$ cat config.mk
export PLATFORM = sky130hd
export DESIGN_NAME = median_filtered_motor_command_unit
export DESIGN_NICKNAME = d
export VERILOG_FILES = /design/src/rtl/mfmc_pkg.sv /design/src/rtl/mfmc_cfg_regs.sv /design/src/rtl/mfmc_median3.sv /design/src/rtl/mfmc_cmd.sv /design/src/rtl/median_filtered_motor_command_unit.sv
export SDC_FILE = /design/constraint.sdc
export NUM_CORES = 1
export LEC_CHECK = 0
export ABC_AREA = 1
export BUFFER_PORTS_ARGS = -buffer_cell sky130_fd_sc_hd__buf_2
export CORE_ASPECT_RATIO = 0.5
export CORE_UTILIZATION = 35
export DETAILED_ROUTE_END_ITERATION = 10
export PLACE_DENSITY = 0.63
export SYNTH_ARGS = -nofsm -noshare
export SYNTH_HDL_FRONTEND = slang
export SYNTH_HIERARCHICAL = 1
export SYNTH_SLANG_ARGS = --single-unit
$ cat constraint.sdc
create_clock -name aclk -period 13.5 [get_ports aclk]
set_input_delay 2.025 -clock aclk [delete_from_list [all_inputs] [get_ports aclk]]
set_output_delay 2.025 -clock aclk [all_outputs]
set_load 0.005 [all_outputs]
$ cat src/rtl/mfmc_pkg.sv
// Shared types, constants and helper functions for the median-filtered motor
// command unit. No dependencies.
`timescale 1ns / 1ps

package mfmc_pkg;

    // converter sample width, 8 to 16
    localparam int SAMPLE_BITS = 12;

    localparam int DIR_THR_BITS = 12;
    localparam int GAIN_BITS    = 18;
    localparam int OFFSET_BITS  = 16;
    localparam int GAIN_FRAC    = 16;
    localparam int SERVO_BITS   = 16;
    localparam int PINS_BITS    = 3;

    localparam int CFG_IDX_BITS  = 2;
    localparam int CFG_DATA_BITS = 18;

    // wide enough to hold a sample and a direction threshold
    localparam int THR_CMP_BITS = (SAMPLE_BITS > DIR_THR_BITS) ? SAMPLE_BITS : DIR_THR_BITS;
    // wide enough to hold a sample and the top speed band edge
    localparam int SPEED_CMP_BITS = (SAMPLE_BITS > 12) ? SAMPLE_BITS : 12;

    localparam int PROD_BITS   = SAMPLE_BITS + GAIN_BITS;
    localparam int SCALED_BITS = PROD_BITS - GAIN_FRAC;
    localparam int SUM_BITS    = ((SCALED_BITS > OFFSET_BITS) ? SCALED_BITS : OFFSET_BITS) + 1;

    typedef enum logic [CFG_IDX_BITS-1:0] {
        CFG_DIR_LEFT_BELOW = 2'd0,
        CFG_DIR_RIGHT_FROM = 2'd1,
        CFG_SERVO_GAIN     = 2'd2,
        CFG_SERVO_OFFSET   = 2'd3
    } cfg_idx_t;

    typedef struct packed {
        logic [DIR_THR_BITS-1:0] dir_left_below;
        logic [DIR_THR_BITS-1:0] dir_right_from;
        logic [GAIN_BITS-1:0]    servo_gain_q16;
        logic [OFFSET_BITS-1:0]  servo_offset;
    } cfg_t;

    localparam logic [DIR_THR_BITS-1:0] DIR_LEFT_BELOW_RST = DIR_THR_BITS'(1850);
    localparam logic [DIR_THR_BITS-1:0] DIR_RIGHT_FROM_RST = DIR_THR_BITS'(2250);
    localparam logic [GAIN_BITS-1:0]    SERVO_GAIN_RST     = GAIN_BITS'(119931);
    localparam logic [OFFSET_BITS-1:0]  SERVO_OFFSET_RST   = OFFSET_BITS'(7000);

    localparam logic [SPEED_CMP_BITS-1:0] SPEED_BAND_1 = SPEED_CMP_BITS'(800);
    localparam logic [SPEED_CMP_BITS-1:0] SPEED_BAND_2 = SPEED_CMP_BITS'(1600);
    localparam logic [SPEED_CMP_BITS-1:0] SPEED_BAND_3 = SPEED_CMP_BITS'(2400);
    localparam logic [SPEED_CMP_BITS-1:0] SPEED_BAND_4 = SPEED_CMP_BITS'(3200);

    // MS3..MS1 pin patterns
    localparam logic [PINS_BITS-1:0] PINS_SIXTEENTH = 3'd7;
    localparam logic [PINS_BITS-1:0] PINS_EIGHTH    = 3'd3;
    localparam logic [PINS_BITS-1:0] PINS_QUARTER   = 3'd2;
    localparam logic [PINS_BITS-1:0] PINS_HALF      = 3'd1;
    localparam logic [PINS_BITS-1:0] PINS_FULL      = 3'd0;

    localparam logic [SERVO_BITS-1:0] SERVO_MAX = '1;

    function automatic logic [PINS_BITS-1:0] pins_for_speed(input logic [SAMPLE_BITS-1:0] s);
        logic [SPEED_CMP_BITS-1:0] sx;
        sx = SPEED_CMP_BITS'(s);
        if (sx < SPEED_BAND_1)      return PINS_SIXTEENTH;
        else if (sx < SPEED_BAND_2) return PINS_EIGHTH;
        else if (sx < SPEED_BAND_3) return PINS_QUARTER;
        else if (sx < SPEED_BAND_4) return PINS_HALF;
        else                        return PINS_FULL;
    endfunction

endpackage

$ cat src/rtl/mfmc_cfg_regs.sv
// Configuration register file: thresholds, servo gain and offset.
// Depends on mfmc_pkg.
`timescale 1ns / 1ps

module mfmc_cfg_regs import mfmc_pkg::*; (
    input  logic                     aclk,
    input  logic                     aresetn,
    input  logic                     cfg_valid,
    output logic                     cfg_ready,
    input  logic [CFG_IDX_BITS-1:0]  cfg_index,
    input  logic [CFG_DATA_BITS-1:0] cfg_data,
    output cfg_t                     cfg
);

    cfg_t cfg_reg;
    cfg_t cfg_next;

    assign cfg_ready = 1'b1;
    assign cfg       = cfg_reg;

    always_comb begin
        cfg_next = cfg_reg;
        if (cfg_valid) begin
            case (cfg_idx_t'(cfg_index))
                CFG_DIR_LEFT_BELOW: cfg_next.dir_left_below = cfg_data[DIR_THR_BITS-1:0];
                CFG_DIR_RIGHT_FROM: cfg_next.dir_right_from = cfg_data[DIR_THR_BITS-1:0];
                CFG_SERVO_GAIN:     cfg_next.servo_gain_q16 = cfg_data[GAIN_BITS-1:0];
                CFG_SERVO_OFFSET:   cfg_next.servo_offset   = cfg_data[OFFSET_BITS-1:0];
                default:            cfg_next = cfg_reg;
            endcase
        end
    end

    always_ff @(posedge aclk) begin
        if (!aresetn) begin
            cfg_reg.dir_left_below <= DIR_LEFT_BELOW_RST;
            cfg_reg.dir_right_from <= DIR_RIGHT_FROM_RST;
            cfg_reg.servo_gain_q16 <= SERVO_GAIN_RST;
            cfg_reg.servo_offset   <= SERVO_OFFSET_RST;
        end else begin
            cfg_reg <= cfg_next;
        end
    end

endmodule

$ cat src/rtl/mfmc_median3.sv
// One channel of the median-of-three filter with its two-sample history.
// Depends on mfmc_pkg.
`timescale 1ns / 1ps

module mfmc_median3 import mfmc_pkg::*; (
    input  logic                   aclk,
    input  logic                   aresetn,
    input  logic                   shift_en,
    input  logic [SAMPLE_BITS-1:0] x,
    output logic [SAMPLE_BITS-1:0] med
);

    logic [SAMPLE_BITS-1:0] prev_reg;
    logic [SAMPLE_BITS-1:0] older_reg;
    logic [SAMPLE_BITS-1:0] lo;
    logic [SAMPLE_BITS-1:0] hi;
    logic [SAMPLE_BITS-1:0] cap;

    always_comb begin
        lo  = (x < prev_reg) ? x : prev_reg;
        hi  = (x < prev_reg) ? prev_reg : x;
        cap = (hi < older_reg) ? hi : older_reg;
        med = (lo > cap) ? lo : cap;
    end

    always_ff @(posedge aclk) begin
        if (!aresetn) begin
            prev_reg  <= '0;
            older_reg <= '0;
        end else if (shift_en) begin
            older_reg <= prev_reg;
            prev_reg  <= x;
        end
    end

endmodule

$ cat src/rtl/mfmc_cmd.sv
// Command decode: microstep pins, direction with dead band, servo compare.
// Purely combinational; depends on mfmc_pkg.
`timescale 1ns / 1ps

module mfmc_cmd import mfmc_pkg::*; (
    input  cfg_t                   cfg,
    input  logic [SAMPLE_BITS-1:0] speed,
    input  logic [SAMPLE_BITS-1:0] dir,
    input  logic [SAMPLE_BITS-1:0] pos,
    input  logic                   held,
    output logic [PINS_BITS-1:0]   pins,
    output logic                   held_new,
    output logic                   run,
    output logic [SERVO_BITS-1:0]  servo
);

    logic [THR_CMP_BITS-1:0] dir_x;
    logic                    go_left;
    logic                    go_right;
    logic [PROD_BITS-1:0]    prod;
    logic [SCALED_BITS-1:0]  scaled;
    logic [SUM_BITS-1:0]     sum;

    always_comb begin
        pins = pins_for_speed(speed);

        // right wins when the thresholds overlap
        dir_x    = THR_CMP_BITS'(dir);
        go_left  = dir_x < THR_CMP_BITS'(cfg.dir_left_below);
        go_right = dir_x >= THR_CMP_BITS'(cfg.dir_right_from);
        run      = go_left | go_right;
        if (go_right)     held_new = 1'b1;
        else if (go_left) held_new = 1'b0;
        else              held_new = held;

        prod   = PROD_BITS'(pos) * PROD_BITS'(cfg.servo_gain_q16);
        scaled = prod[PROD_BITS-1:GAIN_FRAC];
        sum    = SUM_BITS'(scaled) + SUM_BITS'(cfg.servo_offset);
        servo  = (sum[SUM_BITS-1:SERVO_BITS] != '0) ? SERVO_MAX : sum[SERVO_BITS-1:0];
    end

endmodule

$ cat src/rtl/median_filtered_motor_command_unit.sv
// Top level: input register, three median filters, command decode, result register.
// Depends on mfmc_pkg, mfmc_cfg_regs, mfmc_median3, mfmc_cmd.
//
//  channel | ports                 | direction | beat
//  s_      | s_valid / s_ready     | in        | speed, dir, pos samples
//  m_      | m_valid / m_ready     | out       | filtered samples, pins, dir, servo
//  cfg_    | cfg_valid / cfg_ready | in        | register index and data
//
// One beat per cycle sustained while m_ready is high; m_valid rises after an s_ beat passes
// through the input register, then the filters and decode into the result register.
// Filter history and held direction advance as an item enters the result register.
// A stalled m_ side holds the result; one more input beat is taken into the
// input register. Reset clears history, held direction and both valid flags.
`timescale 1ns / 1ps

module median_filtered_motor_command_unit import mfmc_pkg::*; (
    input  logic                     aclk,
    input  logic                     aresetn,

    input  logic                     s_valid,
    output logic                     s_ready,
    input  logic [SAMPLE_BITS-1:0]   s_speed_sample,
    input  logic [SAMPLE_BITS-1:0]   s_dir_sample,
    input  logic [SAMPLE_BITS-1:0]   s_pos_sample,

    output logic                     m_valid,
    input  logic                     m_ready,
    output logic [SAMPLE_BITS-1:0]   m_filtered_speed,
    output logic [SAMPLE_BITS-1:0]   m_filtered_dir,
    output logic [SAMPLE_BITS-1:0]   m_filtered_pos,
    output logic [PINS_BITS-1:0]     m_microstep_pins,
    output logic                     m_turn_right,
    output logic                     m_step_run,
    output logic [SERVO_BITS-1:0]    m_servo_compare,

    input  logic                     cfg_valid,
    output logic                     cfg_ready,
    input  logic [CFG_IDX_BITS-1:0]  cfg_index,
    input  logic [CFG_DATA_BITS-1:0] cfg_data
);

    cfg_t cfg;

    logic                   a_valid_reg;
    logic                   a_valid_next;
    logic [SAMPLE_BITS-1:0] a_speed_reg;
    logic [SAMPLE_BITS-1:0] a_dir_reg;
    logic [SAMPLE_BITS-1:0] a_pos_reg;

    logic                   m_valid_reg;
    logic                   m_valid_next;
    logic [SAMPLE_BITS-1:0] speed_reg;
    logic [SAMPLE_BITS-1:0] dir_reg;
    logic [SAMPLE_BITS-1:0] pos_reg;
    logic [PINS_BITS-1:0]   pins_reg;
    logic                   run_reg;
    logic [SERVO_BITS-1:0]  servo_reg;
    logic                   held_reg;

    logic                   s_accept;
    logic                   advance;

    logic [SAMPLE_BITS-1:0] med_speed;
    logic [SAMPLE_BITS-1:0] med_dir;
    logic [SAMPLE_BITS-1:0] med_pos;
    logic [PINS_BITS-1:0]   pins_c;
    logic                   held_c;
    logic                   run_c;
    logic [SERVO_BITS-1:0]  servo_c;

    mfmc_cfg_regs u_cfg (
        .aclk      (aclk),
        .aresetn   (aresetn),
        .cfg_valid (cfg_valid),
        .cfg_ready (cfg_ready),
        .cfg_index (cfg_index),
        .cfg_data  (cfg_data),
        .cfg       (cfg)
    );

    // item moves from the input register into the result register
    assign advance  = a_valid_reg & (~m_valid_reg | m_ready);
    assign s_ready  = ~a_valid_reg | advance;
    assign s_accept = s_valid & s_ready;

    mfmc_median3 u_med_speed (
        .aclk     (aclk),
        .aresetn  (aresetn),
        .shift_en (advance),
        .x        (a_speed_reg),
        .med      (med_speed)
    );

    mfmc_median3 u_med_dir (
        .aclk     (aclk),
        .aresetn  (aresetn),
        .shift_en (advance),
        .x        (a_dir_reg),
        .med      (med_dir)
    );

    mfmc_median3 u_med_pos (
        .aclk     (aclk),
        .aresetn  (aresetn),
        .shift_en (advance),
        .x        (a_pos_reg),
        .med      (med_pos)
    );

    mfmc_cmd u_cmd (
        .cfg      (cfg),
        .speed    (med_speed),
        .dir      (med_dir),
        .pos      (med_pos),
        .held     (held_reg),
        .pins     (pins_c),
        .held_new (held_c),
        .run      (run_c),
        .servo    (servo_c)
    );

    always_comb begin
        if (s_accept)     a_valid_next = 1'b1;
        else if (advance) a_valid_next = 1'b0;
        else              a_valid_next = a_valid_reg;

        if (advance)      m_valid_next = 1'b1;
        else if (m_ready) m_valid_next = 1'b0;
        else              m_valid_next = m_valid_reg;
    end

    always_ff @(posedge aclk) begin
        if (!aresetn) begin
            a_valid_reg <= 1'b0;
            m_valid_reg <= 1'b0;
            held_reg    <= 1'b0;
        end else begin
            a_valid_reg <= a_valid_next;
            m_valid_reg <= m_valid_next;
            if (advance) begin
                held_reg <= held_c;
            end
        end
    end

    always_ff @(posedge aclk) begin
        if (s_accept) begin
            a_speed_reg <= s_speed_sample;
            a_dir_reg   <= s_dir_sample;
            a_pos_reg   <= s_pos_sample;
        end
        if (advance) begin
            speed_reg <= med_speed;
            dir_reg   <= med_dir;
            pos_reg   <= med_pos;
            pins_reg  <= pins_c;
            run_reg   <= run_c;
            servo_reg <= servo_c;
        end
    end

    assign m_valid          = m_valid_reg;
    assign m_filtered_speed = speed_reg;
    assign m_filtered_dir   = dir_reg;
    assign m_filtered_pos   = pos_reg;
    assign m_microstep_pins = pins_reg;
    assign m_turn_right     = held_reg;
    assign m_step_run       = run_reg;
    assign m_servo_compare  = servo_reg;

endmodule

## Word level (Yosys, flattened, before mapping)

Cells that the tools add are included.

| cells by class | value |
|---|---|
| add/sub/neg operators | 1 |
| multiply operators | 1 |
| magnitude comparators | 15 |
| eq/ne operators | 3 |
| mux-type cells | 21 |
| bitwise operators | 7 |
| reduce and logical (&&, ||, !) cells | 11 |

Operators by type and width:

| cell | count |
|---|---|
| 2-to-1 mux 12 bit | 12 |
| < comparator 12 bit | 7 |
| > comparator 12 bit | 3 |
| multiplier 12 x 18 -> 30 bit | 1 |
| < comparator 12 bit, second input constant | 2 |
| adder 14 x 16 -> 17 bit | 1 |
| greater-or-equal comparator 12 bit | 1 |
| < comparator 12 x 10 -> 1 bit, second input constant | 1 |
| < comparator 12 x 11 -> 1 bit, second input constant | 1 |
| AND reduction 2 bit | 5 |
| 2-to-1 mux 1 bit | 7 |
| 2-to-1 mux 3 bit | 2 |
| nonzero test 2 bit | 3 |
| == test 2 bit, second input constant | 2 |
| bitwise OR 1 bit | 3 |
| OR reduction 3 bit | 1 |
| bitwise AND 1 bit | 2 |
| == test 2 x 1 -> 1 bit, second input constant | 1 |
| zero test 2 bit | 1 |
| inverter 1 bit | 2 |
| OR reduction 2 bit | 1 |

| word-level totals | value |
|---|---|
| register bits after elaboration | 225 |
| bits of input ports | 61 |
| output and inout bits | 60 |
| logic and storage cells | 83 |

## Logic depth before layout (Yosys ltp)

| logic depth | value |
|---|---|
| depth after elaboration | 10 |
| depth in mapped cells | 70 |
| depth with buffers taken out | 63 |

## By module

The synthesis kept the hierarchy.

By module, submodules not included:

| module | times used | cells an instance | area an instance (µm²) | seq. area each (µm²) |
|---|---|---|---|---|
| mfmc_cmd | 1 | 1251 | 8659.6 | 0.0 |
| mfmc_median3 (u_med_dir ...) | 2 | 365 | 2275.9 | 480.5 |
| median_filtered_motor_command_unit | 1 | 111 | 2906.5 | 2822.7 |
| mfmc_cfg_regs | 1 | 320 | 2373.5 | 1161.1 |
| mfmc_median3 (u_med_speed) | 1 | 365 | 2361.0 | 480.5 |

## Worst setup path before layout

OpenSTA, ideal clock, no wires.

| path | value |
|---|---|
| kind | reg-to-reg |
| start | register a_pos_reg[11] |
| end | register servo_reg[11], in the netlist m_servo_compare[11], data pin |
| library setup time | 257 ps |
| arrival | 10000 ps |
| path slack | 3243 ps |
| stages on the path, launching flop included | 55 |
| path buffers | 7 |
| clock period less this slack | 10257 ps |
| cell sequence | edfxtp_1 ha_1 nand2_1 nor2_2 nand2_1 nor2_1 nor2_1 nand2_1 buf_4 buf_4 nand2_1 o21ai_0 ha_1 a21o_1 a2111oi_2 clkbuf_1 nand3_1 nand2_1 [19 not listed] fa_1 inv_1 ha_1 nand2_1 nor2_1 nand2_1 nor4_2 nand2_1 nand4_1 nand2_1 ha_1 a21oi_1 o21ai_1 a21oi_1 nand2_2 nand3_4 buf_6 nand3_2 |

| between the ends | value |
|---|---|
| cells in the longest elaborated chain, start to end | 8 |
| elaborated cells between the ends (all ways) | 9 |
| classes of those cells | 1 x add/sub; 1 x mul; 3 x order compare; 4 x mux |

Ends and longest elaborated chain:

| element | RTL line | source |
|---|---|---|
| start, declared | median_filtered_motor_command_unit.sv:48 | `logic [SAMPLE_BITS-1:0] a_pos_reg;` |
| start signal, assigned | median_filtered_motor_command_unit.sv:150 | `a_pos_reg <= s_pos_sample;` |
| < comparator 12 bit | mfmc_median3.sv:20, mfmc_median3.sv:21 |  |
| 2-to-1 mux 12 bit | mfmc_median3.sv:21 | `hi = (x < prev_reg) ? prev_reg : x;` |
| < comparator 12 bit | mfmc_median3.sv:22 | `cap = (hi < older_reg) ? hi : older_reg;` |
| 2-to-1 mux 12 bit | mfmc_median3.sv:22 |  |
| > comparator 12 bit | mfmc_median3.sv:23 | `med = (lo > cap) ? lo : cap;` |
| 2-to-1 mux 12 bit * | mfmc_median3.sv:23 |  |
| via med_pos[10] | median_filtered_motor_command_unit.sv:65 | `logic [SAMPLE_BITS-1:0] med_pos;` |
| multiplier 12 x 18 -> 30 bit * | mfmc_cmd.sv:36 | `prod = PROD_BITS'(pos) * PROD_BITS'(cfg.servo_gain_q16);` |
| adder 14 x 16 -> 17 bit * | mfmc_cmd.sv:38 | `sum = SUM_BITS'(scaled) + SUM_BITS'(cfg.servo_offset);` |
| end signal, assigned | median_filtered_motor_command_unit.sv:158 | `servo_reg <= servo_c;` |
| end, declared | median_filtered_motor_command_unit.sv:57 | `logic [SERVO_BITS-1:0] servo_reg;` |

Mark *: on every way through the listed nets, which the timed path passes. The rest lies on a longest branch.
A chain may end at the register's enable or synchronous reset.

## Worst setup path in the final report

| path | value |
|---|---|
| start | register a_pos_reg[11] |
| end | register servo_reg[10], in the netlist m_servo_compare[10], data pin |

The elaborated chain is that of the path after synthesis.

==> flow_summary.json <==
{
  "synthArstFlopShare_pct": 0,
  "drc": 0,
  "muxShareOfSynthArea_pct": 0,
  "rsz0062_at_grt": "no",
  "status": "complete, no violations",
  "finalHoldViolations": 0,
  "fin_crit_ns": 12.09,
  "area_growth_pct": 9.11,
  "worstSetupStartpointType": "register",
  "setup_viol": 0,
  "synth.ff_latch_count": 225,
  "htreeDepth": 1,
  "nNetsFinal": 3247,
  "critPathKind": "register to register",
  "crit_path_top_delay_cell": "o22ai_1",
  "grt_first_pass_wirelength_mm": 84.8,
  "rows": 62,
  "n_antenna_cell": 0,
  "synth_area_um2": 20900,
  "clk_pin_slew_ns": 0.06,
  "die_area_um2": 60600,
  "grt_usage_pct": 17.0,
  "synth_area_per_cell_um2": 7.51,
  "dieWidth_um": 347,
  "first_global_vias": 16800,
  "largest_reg_flops": 58,
  "r2r_start": "a_pos_reg[11]",
  "numCtsBuffers": 25,
  "gp_congestion": 0.932,
  "synth_seq_area_share_pct": 26.0,
  "r2r_cells": 51,
  "required_ns": 13.79,
  "ys_types": 54,
  "drive_above_1_share_pct": 8.66,
  "synth_area_leaders": "fa_1 (15%), edfxtp_1 (13%), nand2_1 (13%)",
  "max_stage_delay_ns": 0.83,
  "drv_cap": 0,
  "drt-initial-drc-count": 1099,
  "grt_max_degree": 93,
  "drt_wl_total_mm": 51.3,
  "fmax_ghz": 0.0827,
  "yosys.area_share.simple_pct": 23.5,
  "synth_top_family_by_area": "adder cells",
  "io_pins": 121,
  "num_vias": 17300,
  "die_y_um": 175,
  "antenna_found_initial": 0,
  "wl_per_cell_um": 14.2,
  "synth-edff-count": 92,
  "crit_fanout": 47,
  "synth_compound_area_share_pct": 9.56,
  "cts_tree": "done",
  "yosysTopAreaCell": "fa_1",
  "start_util_pct": 35.9,
  "synth_ff_type": "dfxtp_1",
  "ctsHoldBuffers": 0,
  "viasPerCell": 4.80,
  "mostFrequentLayoutCell": "nand2_1",
  "syn_nets": 3202,
  "arrival_ns": 12.37,
  "yosys_warnings": 6,
  "finalClockSkew_ns": 0.0179,
  "synth-xor-area-share_pct": 0.414,
  "cts_buffer_depth": 3,
  "holdPathStages": 2,
  "tns_ns": 0,
  "worstMarginPinSlew_ns": 1.08,
  "clockRootBuffer": "clkbuf_16",
  "critical_path.most_common_cell": "nand2_1",
  "worst_hold_path_type": "register to register",
  "slew_violations": 0,
  "endpoint_kind": "register",
  "clk_latency_ns": 0.55,
  "portBuffers": 119,
  "core_area_um2": 58100,
  "fin_area_um2": 22800,
  "postCtsSetupRepairBufs": 0,
  "synthCells": 2777,
  "synth_fa_ha_area_share_pct": 27.6,
  "overflow": 0,
  "drt_first_pass_iters": 6,
  "placed_cell_area_um2": 21900,
  "critical_path.startpoint": "a_pos_reg[11]",
  "cts_sinks": 225,
  "synth_top_area_share_pct": 15.4,
  "ant_nets": 0,
  "max_slew_margin_pct": 27.8,
  "most-common-layout-cells": "nand2_1 (733), inv_1 (545), ha_1 (204)",
  "hpwl_mm": 39.7,
  "min_from": "u_cfg/cfg[47]",
  "fin_crit_sh_pct": 89.5
}
per-stage QoR:
stage	util, %	cells	hold slack (ns)	worst slack [ns]
global route	39.2	3609	0.494	0.344
global placement	37.7	3563	0.444	1.43
finish	39.2	3609	0.462	1.41
detailed placement	37.7	3563	0.447	1.22
floorplan	-	2777	0.429	3.24
CTS	39.2	3609	0.465	1.18
Yosys cell counts, types with 13 or more instances:
cell type    n
nor3_1      13
nor2_1     134
edfxtp_1    92
buf_6       16
nand2_2     24
inv_1      545
fa_1       160
clkbuf_1    67
o21ai_0    139
a21oi_1    184
nand4_1     20
nand2_1    734
dfxtp_1    133
ha_1       204
nand3_1    176
buf_2       15
final timing paths:
path / endpoint / slack (ns)
setup / recovery: m_servo_compare[10] / 1.41
hold reg to reg: u_cfg/cfg[47] / 0.46
setup reg to reg: m_servo_compare[10] / 1.41
hold / removal: u_cfg/cfg[47] / 0.46
critical path: cells and delay by family (launching register included):
| family | cells | cell delay, ns |
|---|---|---|
| and+or+nand+nor | 24 | 3.65 |
| buffers and inverters | 10 | 1.10 |
| AOI/OAI and AO/OA | 7 | 2.38 |
| adders and majority gates | 10 | 4.24 |
| DFF | 1 | 0.42 |
cells by family after synthesis:
group	after synthesis
flip-flops	225
adder cells (fa/ha/maj)	364
AO/OA/AOI/OAI	368
XOR/XNOR	9
other	1
AND/OR/NAND/NOR	1148
buffers and inverters	662
timing repair:
item	4_1_cts	5_1_grt
endpoints found under the hold margin	0	0
resized for setup	0	1
setup endpoints to repair	0	16
area by class of cell:
class	instances	area (um^2)
repair buffers	130	681
flip-flops and latches	225	5430
well taps	768	961
clock buffers	33	706
fillers	5964	35400
inverters	550	2070
clock inverters	13	163
multi-input cells	1890	12700
routing by layer:
metal	global-route usage (%)	up-vias	routed length [um]
met1	23.0	8152	23800
met3	2.09	58	2450
met4	3.71	0	980
li1	-	8767	-
met2	29.0	341	24100
met5	0	-	0
Power is left out: the tool's default activity adds up to more than one toggle a clock period on the data nets, which glitch-free logic cannot reach.
